==> src/hdl/tfc_pkg.sv <==
// shared constants and types for the test frame checker
package tfc_pkg;

  localparam logic [7:0]  SOF_BYTE      = 8'hAA;
  localparam logic [7:0]  MARKER_BYTE   = 8'hBB;
  localparam logic [17:0] MIN_FRAME     = 18'd6;
  localparam logic [17:0] HDR_OVERHEAD  = 18'd4;
  localparam int          POS_BITS      = 17;
  localparam logic [POS_BITS-1:0] POS_MAX = '1;

  // byte positions of the header fields
  localparam logic [POS_BITS-1:0] POS_SOF    = 17'd0;
  localparam logic [POS_BITS-1:0] POS_LEN_HI = 17'd1;
  localparam logic [POS_BITS-1:0] POS_LEN_LO = 17'd2;
  localparam logic [POS_BITS-1:0] POS_MARKER = 17'd3;
  localparam logic [7:0]          PAYLOAD_OFFSET = 8'd4;

  localparam logic [15:0] EXP_LEN_RESET = 16'd56;

  // register index decoded from paddr[2]
  localparam logic REG_EXP_LEN = 1'b0;

  typedef struct packed {
    logic [31:0] frames_failed;
    logic [31:0] frames_seen;
    logic        frame_good;
  } result_t;

endpackage

==> src/hdl/tfc_core.sv <==
// frame state tracking, per-byte checks and saturating frame counters
module tfc_core #(
  parameter int COUNT_BITS = 32
) (
  input  logic             clk,
  input  logic             rst_n,
  input  logic             byte_accept,
  input  logic [7:0]       rx_byte,
  input  logic             frame_end,
  input  logic [15:0]      exp_len,
  output logic             res_valid,
  output tfc_pkg::result_t res
);
  import tfc_pkg::*;

  localparam int WIDE_BITS = (COUNT_BITS > 32) ? COUNT_BITS : 32;

  logic [POS_BITS-1:0]   pos_r, pos_nxt;
  logic [7:0]            sum_r, sum_nxt;
  logic                  fault_r, fault_nxt;
  logic [COUNT_BITS-1:0] total_r, total_nxt;
  logic [COUNT_BITS-1:0] failed_r, failed_nxt;
  logic                  byte_ok;
  logic                  good;
  logic [17:0]           frame_size;
  logic [17:0]           exp_size;
  logic [WIDE_BITS-1:0]  total_wide, failed_wide;

  always_comb begin
    case (pos_r)
      POS_SOF:    byte_ok = (rx_byte == SOF_BYTE);
      POS_LEN_HI: byte_ok = (rx_byte == exp_len[15:8]);
      POS_LEN_LO: byte_ok = (rx_byte == exp_len[7:0]);
      POS_MARKER: byte_ok = (rx_byte == MARKER_BYTE);
      default:    byte_ok = (rx_byte == (pos_r[7:0] - PAYLOAD_OFFSET));
    endcase
  end

  assign frame_size = {1'b0, pos_r} + 18'd1;
  assign exp_size   = {2'b00, exp_len} + HDR_OVERHEAD;
  assign good = !fault_r && (frame_size >= MIN_FRAME) && (frame_size == exp_size)
                && (rx_byte == sum_r);

  always_comb begin
    pos_nxt    = pos_r;
    sum_nxt    = sum_r;
    fault_nxt  = fault_r;
    total_nxt  = total_r;
    failed_nxt = failed_r;
    if (byte_accept) begin
      if (!frame_end) begin
        if (!byte_ok) begin
          fault_nxt = 1'b1;
        end
        // checksum runs from the marker onward
        if (pos_r >= POS_MARKER) begin
          sum_nxt = sum_r + rx_byte;
        end
        if (pos_r != POS_MAX) begin
          pos_nxt = pos_r + 17'd1;
        end
      end else begin
        if (total_r != '1) begin
          total_nxt = total_r + 1'b1;
        end
        if (!good && failed_r != '1) begin
          failed_nxt = failed_r + 1'b1;
        end
        pos_nxt   = '0;
        sum_nxt   = '0;
        fault_nxt = 1'b0;
      end
    end
  end

  always_ff @(posedge clk) begin
    if (!rst_n) begin
      pos_r    <= '0;
      sum_r    <= '0;
      fault_r  <= 1'b0;
      total_r  <= '0;
      failed_r <= '0;
    end else begin
      pos_r    <= pos_nxt;
      sum_r    <= sum_nxt;
      fault_r  <= fault_nxt;
      total_r  <= total_nxt;
      failed_r <= failed_nxt;
    end
  end

  assign total_wide  = WIDE_BITS'(total_nxt);
  assign failed_wide = WIDE_BITS'(failed_nxt);

  assign res_valid         = byte_accept && frame_end;
  assign res.frame_good    = good;
  assign res.frames_seen   = total_wide[31:0];
  assign res.frames_failed = failed_wide[31:0];

endmodule

==> config.mk <==
export PLATFORM = sky130hd
export DESIGN_NAME = tfc_core
export DESIGN_NICKNAME = d
export VERILOG_FILES = /design/src/hdl/tfc_pkg.sv /design/src/hdl/tfc_core.sv
export SDC_FILE = /design/constraint.sdc
export NUM_CORES = 1
export LEC_CHECK = 0
export BUFFER_PORTS_ARGS = -buffer_cell sky130_fd_sc_hd__buf_2
export CAP_MARGIN = 10
export CORE_AREA = 2 2 81 140
export CTS_CLUSTER_SIZE = 16
export DETAILED_ROUTE_END_ITERATION = 12
export DIE_AREA = 0 0 83 142
export PLACE_DENSITY = 0.82
export SLEW_MARGIN = 30
export SYNTH_ARGS = -nofsm -noshare
export SYNTH_HDL_FRONTEND = slang
export SYNTH_SLANG_ARGS = --single-unit
==> constraint.sdc <==
create_clock -name clk -period 9 [get_ports clk]
set_input_delay 0.45 -clock clk [delete_from_list [all_inputs] [get_ports clk]]
set_output_delay 0.45 -clock clk [all_outputs]
set_load 0.05 [all_outputs]
==> flow_summary_export.csv <==
group,metric,value,unit
yosys,syn_nets,857,
worst_setup_path,crit_path_end_kind,"output pin",
run,cap_viol_max_count,0,
detailed_routing,vias,6263,
yosys,yosysWarnings,0,
power_and_ir_drop,seq_power_share,46.4,%
worst_setup_path,crit_end,"res[61]",
place,dpl.hpwl,13600,um
power_and_ir_drop,clkPwrFrac,42.1,%
finish,layout_common_cells,"92 x buf_2, 90 x dfxtp_1, 70 x nand2_1",
timing,tightest_slew,0.994,ns
worst_setup_path,crit_path_start,"pos_r[0]",
finish,multi_input_area,4460,um2
power_and_ir_drop,leakage,3.12,nW
clocking,root_buffer,"clkbuf_16",
global_routing,grt-ovfl-total,0,
yosys,synth-edff-count,0,
worst_setup_path,crit_path_start_kind,"register",
power_and_ir_drop,fin_total_pwr,0.871,mW
min_path,hold_path.class,"register to register",
global_routing,grt_max_degree,70,
worst_setup_path,r2r-start,"pos_r[0]",
power_and_ir_drop,combPwrFrac,11.4,%
clocking,cts_buffer_depth,2,
power_and_ir_drop,vdd_drop_max,0.150,mV
power_and_ir_drop,powerDensity,120,nW/um2
place,portBuffers,93,
timing,hold_viol,0,
timing,fmax,0.191,GHz
power_and_ir_drop,switchingPower,0.240,mW
timing,max-slew-margin-rel,33.6,%
yosys,synth_seq_cells,90,
yosys,syn-instance-count,810,
timing,tns,0,ns
floorplan,floorplan.initialDensity,61.1,%
global_routing,busiest_layer,"met2",
status,status,"finished, final reports clean",
place,dp_slack,4.22,ns
clocking,clock_latency,0.35,ns
timing,finalWorstSetupSlack,3.76,ns
worst_setup_path,r2r_setup_slack,4.76,ns
worst_setup_path,worstPathArrival,4.79,ns
finish,num_antenna_cells,0,
timing,skew,0.00977,ns
global_routing,grt_util_met3,3.77,%
clocking,cts_tree,"built",
clocking,cts_resized,0,
floorplan,rows,50,
worst_setup_path,cp.required,8.55,ns
yosys,syn_avg_cell_area,8.07,um2
worst_setup_path,crit_fanout,46,
global_routing,antenna_found_initial,0,
global_routing,grt_pass1_wl,29100,um
floorplan,ios,94,
detailed_routing,ant_nets,0,
clocking,clk_pin_slew,0.07,ns
global_routing,grtUsageTotal,30.0,%
detailed_routing,dr.pass1.iters,7,
timing,period_share,58.2,%
timing,fin_hold_ws,0.488,ns
timing,fin_crit,5.24,ns
floorplan,core-area,10700,um2
detailed_routing,avgRoutedWirePerCell,18.0,um
floorplan,dieArea,11800,um2
finish,syn_to_final_growth,11.0,%
clocking,cts_sinks,90,
worst_setup_path,reg2reg_to,"failed_r[30]",
floorplan,die_h,142,um
clocking,h-tree-depth,3,
global_routing,grt_pass1_vias,6017,
clocking,cts_made_buffers,9,
power_and_ir_drop,power_switching_share,27.6,%
floorplan,die_w,83,um
clocking,cts_setup_buffers,0,
timing,setup_viol,0,
clocking,ctsHoldBuffers,0,
global_routing,grt.met2_usage,55.0,%
detailed_routing,routed_via_density,6.23,
finish,drive_gt1_share,17.0,%
finish,final_common_cell,"buf_2",
timing,rsz0062_at_grt,"no",
timing,slew_violations,0,
detailed_routing,drc,0,
power_and_ir_drop,p_int,0.631,mW
finish,final_net_count,918,
detailed_routing,postRouteWirelength,18100,um
finish,seq_area,1800,um2
yosys,ys_seq_area_share,27.5,%
detailed_routing,drtIter0Drc,335,
worst_setup_path,reg2reg_depth,11,
yosys,synth_cell_types,66,
yosys,async_reset_ff_share,0,%
finish,n_fill_cell,911,
worst_setup_path,crit_type,"register to output pin",
global_routing,grt_use_met1,32.5,%
place,gp_congestion,0.955,
yosys,synth_top_flop_cell,"dfxtp_1",
yosys,syn_area,6540,um2
## registers in the layout, indices dropped and copies added (netlist names)
name and flops:
failed_r 32, total_r 32, pos_r 17, sum_r 8, fault_r 1
## cell usage after synthesis (all sizes together), types with 4 or more instances
library cell / number / area [um2]
a21o: 9 / 67.6
a21oi: 39 / 195
a221oi: 6 / 52.6
a22oi: 4 / 30.0
and2: 39 / 244
and3: 20 / 125
and4: 7 / 61.3
buf: 25 / 149
clkbuf: 21 / 80.1
dfxtp: 90 / 1800
ha: 18 / 225
inv: 15 / 56.3
mux2: 4 / 48.8
mux2i: 26 / 260
nand2: 70 / 263
nand2b: 23 / 144
nand3: 49 / 270
nand3b: 6 / 45.0
nand4: 34 / 219
nor2: 56 / 213
nor2b: 4 / 25.0
nor3: 28 / 195
nor4: 22 / 193
nor4b: 5 / 50.0
o21ai: 30 / 150
o22ai: 7 / 43.8
or2: 4 / 25.0
or3: 21 / 136
xnor2: 57 / 499
xor2: 41 / 359
## metal layers
| layer | part of all wire [%] | routed length, um | vias to the layer above |
|---|---|---|---|
| met5 | 0 | 0 | - |
| li1 | - | - | 3013 |
| met4 | 5.2 | 947 | 0 |
| met1 | 38 | 6820 | 2936 |
| met2 | 52 | 9460 | 250 |
| met3 | 4.6 | 840 | 64 |
## layout make-up
cell class,instances,share of cell area [%]
Multi-Input combinational cell,659,61.5
Clock inverter,7,0.844
Tap cell,130,2.24
Clock buffer,9,3.10
Timing Repair Buffer,96,6.75
Inverter,15,0.775
Sequential cell,90,24.8
## worst min-delay path by stage
stage                 from  endpoint  slack, ns  cells after the start
6_report          sum_r[5]  sum_r[5]       0.49                      2
2_1_floorplan     sum_r[0]  sum_r[0]       0.45                      2
3_3_place_gp      sum_r[5]  sum_r[5]       0.47                      2
3_5_place_dp      sum_r[0]  sum_r[0]       0.48                      2
4_1_cts        byte_accept   fault_r       0.47                      3
5_1_grt           sum_r[0]  sum_r[0]       0.52                      2
## cells by family (layout without fill, tap and decap cells)
family                   Yosys count  after routing  share of synthesized area [%]
XOR/XNOR                         101            101                           14.2
buffers and inverters             61            127                           4.36
multiplexers                      30             30                           4.73
AO/OA/AOI/OAI                    116            116                           11.1
flip-flops                        90             90                           27.5
adder cells (fa/ha/maj)           19             19                           3.75
AND/OR/NAND/NOR                  393            393                           34.4
## stage by stage
step / util (%) / area [um2] / cells
floorplan: - / 6540 / 810
global placement: 65.1 / 6960 / 990
detailed placement: 65.1 / 6960 / 990
CTS: 67.8 / 7250 / 1006
global route: 67.9 / 7260 / 1006
finish: 67.9 / 7260 / 1006
## power groups by stage
stage / logic [mW] / clock network (mW) / registers, mW
2_1_floorplan: 0.0689 / 0 / 0.413
3_3_place_gp: 0.0961 / 0 / 0.414
3_5_place_dp: 0.0983 / 0 / 0.414
4_1_cts: 0.0987 / 0.371 / 0.405
5_1_grt: 0.108 / 0.385 / 0.405
6_report: 0.0996 / 0.367 / 0.405
## critical path, cell delays in order, from the launching register on
cell       delay (ns)
dfxtp_1          0.49
ha_1             0.53
nand2_1          0.22
or3_4            0.43
nor3_1           0.20
ha_1             0.30
xnor2_1          0.21
o2111ai_1        0.14
nor4_1           0.23
and4_2           0.91
nor3_2           0.17
xor2_1           0.28
buf_2            0.32
Note: power is estimated with default switching activity, not from simulation.
